[src/hw/rtl/bgra2nv_pkg.sv]
// ----------------------------------------------------------------------------
// bgra2nv_pkg
// Shared types, constants and helpers for the BGRA to NV12 converter.
// ----------------------------------------------------------------------------
`default_nettype none

package bgra2nv_pkg;

  localparam int MAX_WIDTH   = 2048;
  localparam int MAX_HEIGHT  = 2048;
  localparam int STORE_DEPTH = MAX_WIDTH / 2;

  localparam int SIZE_W  = 12;
  localparam int COL_W   = $clog2(MAX_WIDTH);
  localparam int ROW_W   = $clog2(MAX_HEIGHT);
  localparam int SLOT_W  = $clog2(STORE_DEPTH);
  localparam int TERM_W  = 9;
  localparam int PAIR_W  = 2 * TERM_W;
  localparam int INDEX_W = 2;

  localparam logic [SIZE_W-1:0] WIDTH_RESET  = 12'd1920;
  localparam logic [SIZE_W-1:0] HEIGHT_RESET = 12'd1080;
  localparam logic [SIZE_W-1:0] SIZE_MIN     = 12'd2;

  localparam logic [INDEX_W-1:0] REG_FRAME_WIDTH  = 2'd0;
  localparam logic [INDEX_W-1:0] REG_FRAME_HEIGHT = 2'd1;

  localparam logic KIND_LUMA   = 1'b0;
  localparam logic KIND_CHROMA = 1'b1;

  typedef struct packed {
    logic [7:0]        luma;
    logic [TERM_W-1:0] u;
    logic [TERM_W-1:0] v;
  } pixel_terms_t;

  function automatic logic [SIZE_W-1:0] fit_size(input logic [SIZE_W-1:0] value,
                                                 input logic [SIZE_W:0]   limit);
    logic [SIZE_W:0] even;
    logic [SIZE_W:0] lim_even;
    logic [SIZE_W:0] res;
    even     = {1'b0, value[SIZE_W-1:1], 1'b0};
    lim_even = {limit[SIZE_W:1], 1'b0};
    res      = even;
    if (even < {1'b0, SIZE_MIN}) begin
      res = {1'b0, SIZE_MIN};
    end
    if (even > limit) begin
      res = lim_even;
    end
    return res[SIZE_W-1:0];
  endfunction

  function automatic logic [7:0] clamp_byte(input logic [TERM_W-1:0] value);
    return (value > 9'd255) ? 8'd255 : value[7:0];
  endfunction

endpackage

`default_nettype wire

[src/hw/rtl/bgra2nv_math.sv]
// ----------------------------------------------------------------------------
// bgra2nv_math
// BT.601 studio-range luma and per-pixel Cb/Cr terms for one BGRA pixel.
// ----------------------------------------------------------------------------
`default_nettype none

module bgra2nv_math import bgra2nv_pkg::*; (
  input  wire logic [7:0]   blue,
  input  wire logic [7:0]   green,
  input  wire logic [7:0]   red,
  output pixel_terms_t      terms
);

  logic [16:0] b_x, g_x, r_x;
  logic [16:0] y_sum;
  logic [16:0] u_sum;
  logic [16:0] v_sum;
  logic [8:0]  y_val;

  assign b_x = {9'd0, blue};
  assign g_x = {9'd0, green};
  assign r_x = {9'd0, red};

  assign y_sum = 17'd66 * r_x + 17'd129 * g_x + 17'd25 * b_x + 17'd128;
  assign u_sum = 17'd112 * b_x + 17'd32896 - 17'd38 * r_x - 17'd74 * g_x;
  assign v_sum = 17'd112 * r_x + 17'd32896 - 17'd94 * g_x - 17'd18 * b_x;

  assign y_val = {1'b0, y_sum[15:8]} + 9'd16;

  assign terms.luma = clamp_byte(y_val);
  assign terms.u    = u_sum[16:8];
  assign terms.v    = v_sum[16:8];

endmodule

`default_nettype wire

[config.mk]
export PLATFORM = sky130hd
export DESIGN_NAME = bgra2nv_math
export DESIGN_NICKNAME = d
export VERILOG_FILES = /design/src/hw/rtl/bgra2nv_pkg.sv /design/src/hw/rtl/bgra2nv_math.sv
export SDC_FILE = /design/constraint.sdc
export NUM_CORES = 1
export LEC_CHECK = 0
export BUFFER_PORTS_ARGS = -buffer_cell sky130_fd_sc_hd__buf_2
export CAP_MARGIN = 10
export CELL_PAD_IN_SITES_DETAIL_PLACEMENT = 0
export CELL_PAD_IN_SITES_GLOBAL_PLACEMENT = 1
export CORE_AREA = 4 4 122 124
export DETAILED_ROUTE_END_ITERATION = 6
export DIE_AREA = 0 0 126 128
export PLACE_DENSITY = 0.87
export SETUP_SLACK_MARGIN = 0.05
export SLEW_MARGIN = 15
export SYNTH_ARGS = -nofsm -noshare
export SYNTH_HDL_FRONTEND = slang
export SYNTH_SLANG_ARGS = --single-unit
[constraint.sdc]
create_clock -name vclk -period 41.8
set_input_delay 12.54 -clock vclk [all_inputs]
set_output_delay 12.54 -clock vclk [all_outputs]
set_load 0.01 [all_outputs]
## Word level (Yosys, flattened, before mapping)

Cells that the tools add are included.

| cells by class | value |
|---|---|
| add/subtract/negate cells | 10 |
| multiply operators | 9 |
| $lt $le $gt $ge | 1 |
| mux-type cells | 1 |

Operators by type and width:

| cell | number |
|---|---|
| multiplier 6 x 8 -> 14 bit, first input constant | 3 |
| adder 15 x 16 -> 17 bit, second input constant | 2 |
| subtractor 17 x 15 -> 17 bit | 2 |
| multiplier 5 x 8 -> 13 bit, first input constant | 2 |
| multiplier 3 x 8 -> 11 bit, first input constant | 2 |
| subtractor 17 x 13 -> 17 bit | 1 |
| subtractor 17 x 14 -> 17 bit | 1 |
| adder 15 x 16 -> 16 bit | 1 |
| adder 16 x 13 -> 16 bit | 1 |
| adder 16 x 8 -> 16 bit, second input constant | 1 |
| multiplier 8 x 8 -> 16 bit, first input constant | 1 |
| multiplier 4 x 8 -> 12 bit, first input constant | 1 |
| adder 8 x 5 -> 9 bit, second input constant | 1 |
| greater-than comparator 9 x 8 -> 1 bit, second input constant | 1 |
| two-way mux 8 bit | 1 |

| storage, ports and cells | value |
|---|---|
| flip-flop bits (word level) | 0 |
| input bits | 24 |

## Longest topological paths before layout

Gate-level depths: netlist of run 1.

| depth | value |
|---|---|
| depth after elaboration | 7 |
| gate-level depth with buffers | 25 |
| gate-level depth less buffers | 25 |

## Least setup slack after synthesis of run 1

Ideal clock, no wire load.

| timing | value |
|---|---|
| path type | input-to-output |
| start | input port red[2] |
| end | output port terms[23] (netlist name) |
| arrival time | 18.070 ns |
| required time | 29.260 ns |
| setup slack | 11.190 ns |
| stages | 24 |
| path buffers | 0 |
| cell sequence | ha_1 -> ha_1 -> ha_1 -> inv_1 -> fa_1 -> xnor2_1 -> ha_1 -> inv_1 -> fa_1 -> inv_1 -> fa_1 -> fa_1 -> ha_1 -> ha_1 -> a21oi_1 -> inv_1 -> o221ai_2 -> a21oi_2 -> o31a_2 -> ha_1 -> nand4b_1 -> nor4_2 -> maj3_2 -> a21o_1 |

RTL lines:

| what | RTL line | RTL |
|---|---|---|
| start: declaration | bgra2nv_math.sv:10 | `input wire logic [7:0] red,` |
| end: declaration | bgra2nv_math.sv:11 | `output pixel_terms_t terms` |

==> results.yml, run 1 <==
outcome:
  status: "completed"
worst_setup_path:
  worstPathRequired_ns: 29.26
  crit_type: "in -> out"
  crit_fanout: 9
  crit_arrival_ns: 18.60
  cp-start-kind: "primary input"
  end_kind: "output port"
route:
  vias: 5371
  drt-pass1-iter-count: 4
  drt_iter0_drc: 233
  wl_per_cell_um: 13.7
  routed_wl_um: 14300
  route.detailed.drc: 0
  ant_nets: 0
  avgViaCountPerCell: 5.13
sta:
  relSlewSlack_pct: 72.0
  period_share_pct: 74.5
  drv_slew: 0
  worst_pin_slew_ns: 0.409
  rsz0062_at_grt: "false"
  period_minus_slack_ns: 31.14
  setup_violations: 0
  max_freq_mhz: 32.1
  setup_tns_ns: 0
  final_hold_viol_count: 0
finish:
  insertedDiodeCount: 0
  nets: 1210
  layout.area.seq_um2: 0
  area_growth_syn_to_layout_pct: 6.39
  layout-drive-gt1-share_pct: 7.60
  nClkBuffers: 0
  fillers: 1320
  multiInputGateArea_mm2: 0.00660
  final_util_pct: 57.1
  seq_cells: 0
cts:
  cts_resized: 0
  cts_setup_buffers: 0
  postCtsHoldBufs: 0
floorplan:
  io_pins: 50
  dieArea_mm2: 0.0161
  fp-row-count: 43
  die-height_um: 128
  core_area_mm2: 0.0138
  die_width_um: 126
  start_util_pct: 53.6
logic_synthesis:
  postSynthAreaPerCell_um2: 9.02
  syn-num-nets: 1159
  seq_area_frac_synth_pct: 0
  synth_cell_types: 59
  yosysWarnings: 0
  synth_area_mm2: 0.00739
  syn_inst: 819
grt:
  grt_max_degree: 13
  grt_first_pass_wirelength_um: 25600
  overflow: 0
  grt_pass1_vias: 5617
  grt.total_usage_pct: 18.9
  antenna_found_initial: 0
placed_design:
  gp_congestion: 0.816
  numPortBuffers: 50
  hpwl_um: 12900
hold_path:
  hp-class: "in -> out"
flow_run:
  drv_cap: 0
[final timing paths]
check | start | to | slack, ns | cells after the start
hold / removal | green[7] | terms[17] | 26.02 | 7
setup / recovery | red[7] | terms[23] | 10.66 | 27
[cells in the mapped netlist, types with 6 or more instances]
| cell type | count | share of area [%] |
|---|---|---|
| a21o_1 | 14 | 1.4 |
| a21oi_1 | 50 | 3.4 |
| fa_1 | 87 | 24 |
| ha_1 | 229 | 39 |
| inv_1 | 207 | 11 |
| nand2_1 | 15 | 0.76 |
| nand3_1 | 9 | 0.61 |
| nor2_1 | 28 | 1.4 |
| nor2b_1 | 10 | 0.85 |
| nor3_1 | 6 | 0.41 |
| o211ai_1 | 7 | 0.71 |
| o21a_1 | 13 | 1.3 |
| o21ai_0 | 9 | 0.61 |
| o21bai_1 | 19 | 1.9 |
| xnor2_1 | 47 | 5.6 |
| xor2_1 | 9 | 1.1 |
[worst max-delay path, cell delays in order]
cell	delay (ns)
buf_2	0.22
ha_1	0.27
ha_1	0.28
ha_1	0.17
inv_1	0.06
fa_1	0.39
xnor2_1	0.14
ha_1	0.27
inv_1	0.05
fa_1	0.50
inv_1	0.05
fa_1	0.46
fa_1	0.49
ha_1	0.30
ha_1	0.34
a21oi_1	0.22
inv_1	0.09
o221ai_2	0.22
a21oi_2	0.13
o21ai_1	0.20
o31a_2	0.20
ha_1	0.24
nand4b_1	0.11
nor4_2	0.05
maj3_2	0.31
a21o_1	0.17
buf_2	0.13
[cells by family after synthesis]
logic type | after synthesis | share of synthesized area (%)
compound gates | 139 | 12.8
simple gates | 95 | 6.94
xor+xnor | 57 | 6.86
fa+ha+maj | 317 | 62.5
mux | 2 | 0.271
buf+inv | 209 | 10.6
[cell usage in the layout (no fill, tap or decap), types with 6 or more instances in the layout]
master,count
o21bai_1,19
fa_1,87
xor2_1,9
inv_1,207
nand2_1,15
nor2b_1,10
ha_1,229
a21oi_1,50
o211ai_1,7
a21o_1,14
nand3_1,9
o21ai_0,9
nor3_1,6
xnor2_1,47
buf_2,50
nor2_1,28
o21a_1,13
[through the flow]
stage | cells | hold slack [ns] | worst slack, ns | instance area, um2
CTS | 1048 | 26.03 | 10.61 | 7860
floorplan | 819 | 25.58 | 11.19 | 7390
detailed placement | 1048 | 26.03 | 10.64 | 7860
global route | 1048 | 26.11 | 10.32 | 7860
finish | 1048 | 26.02 | 10.66 | 7860
global placement | 1048 | 26.03 | 10.68 | 7860
[final cells by class]
class                      count  share of cell area [%]
multi-input combinational    610                    84.0
tap                          180                    2.87
inverter                     208                    9.93
timing repair buffer          50                    3.18
[layer usage]
metal  up-vias  track usage [%]  wire length [um]
met4         0            0.820                82
met5         -                0                 0
met2        58             34.6              6900
met3         7            0.167               484
li1       2805                -                 -
met1      2501             26.6              6870
Power of run 1 is left out: the tool's default activity adds up to more than one toggle a clock period on the data nets, which glitch-free logic cannot reach.
==> run 2: changes to the inputs <==
--- a/config.mk
+++ b/config.mk
@@ -9,10 +9,10 @@
 export CAP_MARGIN = 10
 export CELL_PAD_IN_SITES_DETAIL_PLACEMENT = 0
 export CELL_PAD_IN_SITES_GLOBAL_PLACEMENT = 1
-export CORE_AREA = 4 4 122 124
+export CORE_AREA = 4 4 127 129
 export DETAILED_ROUTE_END_ITERATION = 6
-export DIE_AREA = 0 0 126 128
-export PLACE_DENSITY = 0.87
+export DIE_AREA = 0 0 131 133
+export PLACE_DENSITY = 0.8
 export SETUP_SLACK_MARGIN = 0.05
 export SLEW_MARGIN = 15
 export SYNTH_ARGS = -nofsm -noshare
==> constraint.sdc (replaced) <==
create_clock -name vclk -period 29.2
set_input_delay 8.76 -clock vclk [all_inputs]
set_output_delay 8.76 -clock vclk [all_outputs]
set_load 0.01 [all_outputs]
==> results.yml, run 2 (synthesis results as in run 1) <==
placed_design:
  placed_area_mm2: 0.00787
  numPortBuffers: 50
  dp_slack_ns: 5.50
  gp_congestion: 0.862
  hpwl_um: 13000
sta:
  drv_slew: 0
  max_freq_mhz: 42.2
  setup_tns_ns: 0
  setup_slack_ns: 5.50
  worst_pin_slew_ns: 0.434
  rsz0062_at_grt: "false"
  relSlewSlack_pct: 70.3
  period_minus_slack_ns: 23.70
  final_hold_viol_count: 0
  setup_violations: 0
  period_share_pct: 81.2
route:
  vias: 5380
  ant_nets: 0
  wl_per_cell_um: 13.7
  drt_iter0_drc: 150
  routed_wl_um: 14500
  route.detailed.drc: 0
  avgViaCountPerCell: 5.09
  drt-pass1-iter-count: 4
finish:
  layout-drive-gt1-share_pct: 7.60
  layout_common_cells: "ha_1 (229), inv_1 (207), fa_1 (87)"
  insertedDiodeCount: 0
  nClkBuffers: 0
  area_growth_syn_to_layout_pct: 6.52
  final_cell_area_mm2: 0.00787
  nets: 1210
  layout_commonest_cell: "ha_1"
  layout.area.seq_um2: 0
  seq_cells: 0
worst_setup_path:
  cp-start-kind: "primary input"
  cp_slowest_cell: "fa_1"
  crit_type: "in -> out"
  cp_common_cell: "ha_1"
  crit_arrival_ns: 14.94
  crit_fanout: 8
  end_kind: "output port"
  slowest_delay_ns: 0.51
  worstPathRequired_ns: 20.44
flow_run:
  drv_cap: 0
cts:
  cts_setup_buffers: 0
  postCtsHoldBufs: 0
  cts_resized: 0
floorplan:
  core_area_mm2: 0.0150
  start_util_pct: 49.1
  die_width_um: 131
  io_pins: 50
  die-height_um: 133
  fp-row-count: 45
  dieArea_mm2: 0.0174
grt:
  grt_first_pass_wirelength_um: 24800
  grt.total_usage_pct: 17.4
  grt_max_degree: 13
  grt_pass1_vias: 5255
  overflow: 0
  antenna_found_initial: 0
hold_path:
  min_to: "terms[17]"
  hp-class: "in -> out"
  min_path_cells: 7
  min-delay-start: "green[7]"
outcome:
  status: "completed"
==> run 2: cell counts in the layout (fill, tap and decap cells not counted) <==
Identical to the previous run, type by type.
==> run 2: per-stage QoR <==
stage               cells  util, %  hold slack, ns
finish               1056     52.3           18.48
CTS                  1056     52.3           18.48
detailed placement   1056     52.3           18.49
global route         1056     52.3           18.54
global placement     1056     52.3           18.49
floorplan             819        -           18.02
==> run 2: cell type report <==
| type | count | area [um2] |
|---|---|---|
| multi-input combinational | 610 | 6600 |
| fill | 1477 | 7160 |
| inverter | 208 | 781 |
| tap | 188 | 235 |
| timing repair buffer | 50 | 250 |
==> run 2: worst max-delay path: cells and delay by family <==
family | cells | cell delay, ns
adders and majority gates | 12 | 4.09
AOI/OAI and AO/OA | 6 | 1.19
buffers and inverters | 6 | 0.62
and+or+nand+nor | 2 | 0.16
xor gates and xnor gates | 1 | 0.14
==> run 2: worst max path at each step <==
| stage | startpoint | end | slack (ns) | cells after the start |
|---|---|---|---|---|
| global route | red[2] | terms[23] | 5.17 | 27 |
| CTS | red[2] | terms[23] | 5.48 | 27 |
| global placement | red[2] | terms[23] | 5.64 | 26 |
| floorplan | red[2] | terms[23] | 6.15 | 24 |
| finish | red[2] | terms[23] | 5.50 | 27 |
| detailed placement | red[2] | terms[23] | 5.50 | 27 |
==> run 2: per-layer routing <==
metal  share of wire (%)  GRT usage [%]  wire [um]
met1                  50           25.1       7250
met4                   0              0          0
met3                 1.3          0.121        185
met2                  49           31.2       7050
met5                   0              0          0
Power of run 2 is left out for the same reason.
==> run 3: changes to the inputs <==
--- a/config.mk
+++ b/config.mk
@@ -5,14 +5,15 @@
 export SDC_FILE = /design/constraint.sdc
 export NUM_CORES = 1
 export LEC_CHECK = 0
+export ABC_AREA = 1
 export BUFFER_PORTS_ARGS = -buffer_cell sky130_fd_sc_hd__buf_2
 export CAP_MARGIN = 10
 export CELL_PAD_IN_SITES_DETAIL_PLACEMENT = 0
 export CELL_PAD_IN_SITES_GLOBAL_PLACEMENT = 1
-export CORE_AREA = 4 4 127 129
+export CORE_AREA = 4 4 139 141
 export DETAILED_ROUTE_END_ITERATION = 6
-export DIE_AREA = 0 0 131 133
-export PLACE_DENSITY = 0.8
+export DIE_AREA = 0 0 143 145
+export PLACE_DENSITY = 0.77
 export SETUP_SLACK_MARGIN = 0.05
 export SLEW_MARGIN = 15
 export SYNTH_ARGS = -nofsm -noshare
==> constraint.sdc (replaced) <==
create_clock -name vclk -period 20
set_input_delay 6 -clock vclk [all_inputs]
set_output_delay 6 -clock vclk [all_outputs]
set_load 0.01 [all_outputs]
==> results.yml, run 3 <==
placed_design:
  hpwl_um: 15600
  numPortBuffers: 50
  gp_congestion: 0.856
  numPlacedInstances: 1281
finish:
  nets: 1394
  layout-drive-gt1-share_pct: 6.65
  layout.area.seq_um2: 0
  insertedDiodeCount: 0
  instances_no_fill: 1281
  nClkBuffers: 0
  area_growth_syn_to_layout_pct: 6.82
  layout_commonest_cell: "inv_1"
  seq_cells: 0
  layout_common_cells: "inv_1 (258), ha_1 (229), nand2_1 (152)"
route:
  drt_iter0_drc: 174
  avgViaCountPerCell: 4.78
  drt-pass1-iter-count: 4
  vias: 6129
  route.detailed.drc: 0
  ant_nets: 0
  routed_wl_um: 17300
  wl_per_cell_um: 13.5
floorplan:
  fp-row-count: 49
  core_area_mm2: 0.0180
  start_util_pct: 43.8
  die-height_um: 145
  io_pins: 50
  dieArea_mm2: 0.0207
  die_width_um: 143
worst_setup_path:
  cp.depth: 27
  slowest_delay_ns: 0.50
  startpoint: "red[2]"
  critical_path.top_delay_family: "adder cells"
  crit_type: "in -> out"
  crit_fanout: 8
  crit_arrival_ns: 11.67
  worstPathRequired_ns: 14.00
  end_kind: "output port"
  crit_end: "terms[18]"
  cp-start-kind: "primary input"
  path_buf_inv: 6
  cp_common_cell: "ha_1"
  cp_slowest_cell: "fa_1"
sta:
  rsz0062_at_grt: "false"
  period_minus_slack_ns: 17.67
  setup_violations: 0
  setup_tns_ns: 0
  relSlewSlack_pct: 70.6
  worst_pin_slew_ns: 0.440
  max_freq_mhz: 56.6
  period_share_pct: 88.4
  final_hold_viol_count: 0
  drv_slew: 0
cts:
  cts_resized: 0
  postCtsHoldBufs: 0
  cts_setup_buffers: 0
flow_run:
  drv_cap: 0
logic_synthesis:
  yosysMostFrequentCell: "inv_1"
  yosysWarnings: 0
  seq_area_frac_synth_pct: 0
  synthTopCellsByCount: "inv_1 (258), ha_1 (229), nand2_1 (152)"
  postSynthAreaPerCell_um2: 7.85
  synth_area_mm2: 0.00787
  yosysTopAreaCell: "ha_1"
  synth_cell_types: 29
  synth_top_cells_by_area: "ha_1 (36%), fa_1 (22%), inv_1 (12%), nand2_1 (7.3%), xor2_1 (5.1%)"
  syn_inst: 1002
  synth_top_area_share_pct: 36.4
  syn-num-nets: 1342
grt:
  overflow: 0
  grt_use_met3_pct: 0.658
  grt.total_usage_pct: 17.3
  use_met1_pct: 24.2
  grt_pass1_vias: 6298
  antenna_found_initial: 0
  top_usage_layer: "met2"
  grt_max_degree: 12
  grt_first_pass_wirelength_um: 29800
  grt_util_met2_pct: 30.7
outcome:
  status: "completed"
hold_path:
  hp-class: "in -> out"
## run 3: area by class of cell
cell class | instances | area [um2]
Fill cell | 1854 | 9560
Inverter | 261 | 980
Multi-Input combinational cell | 741 | 6890
Tap cell | 229 | 287
Timing Repair Buffer | 50 | 250
## run 3: metal layers
metal	vias up	routed length, um
li1	3281	-
met1	2766	8200
met2	72	8310
met3	10	503
met4	0	245
met5	-	0
## run 3: logic make-up (layout without fill, tap and decap cells)
| family | after synthesis | count (layout) | synth area share, % |
|---|---|---|---|
| adders and majority gates | 316 | 316 | 58.6 |
| buffers and inverters | 261 | 311 | 12.5 |
| AOI/OAI and AO/OA | 109 | 109 | 7.68 |
| xor gates and xnor gates | 64 | 64 | 7.13 |
| and+or+nand+nor | 252 | 252 | 14.2 |
## run 3: metrics by stage
stage | setup slack, ns | hold WS, ns | util, % | area [um2]
floorplan | 2.90 | 12.50 | - | 7870
global placement | 2.38 | 12.97 | 46.8 | 8400
detailed placement | 2.31 | 12.97 | 46.8 | 8400
CTS | 2.28 | 12.98 | 46.8 | 8400
global route | 1.86 | 13.04 | 46.8 | 8400
finish | 2.33 | 12.96 | 46.8 | 8400
## run 3: worst min-delay path by stage
stage / start / endpoint / slack, ns / cells past startpoint
after floorplan: green[7] / terms[17] / 12.50 / 4
after CTS: red[7] / terms[8] / 12.98 / 6
final: red[7] / terms[8] / 12.96 / 6
after global placement: red[7] / terms[8] / 12.97 / 6
after global routing: red[7] / terms[8] / 13.04 / 6
after detailed placement: red[7] / terms[8] / 12.97 / 6
Power of run 3 is left out for the same reason.
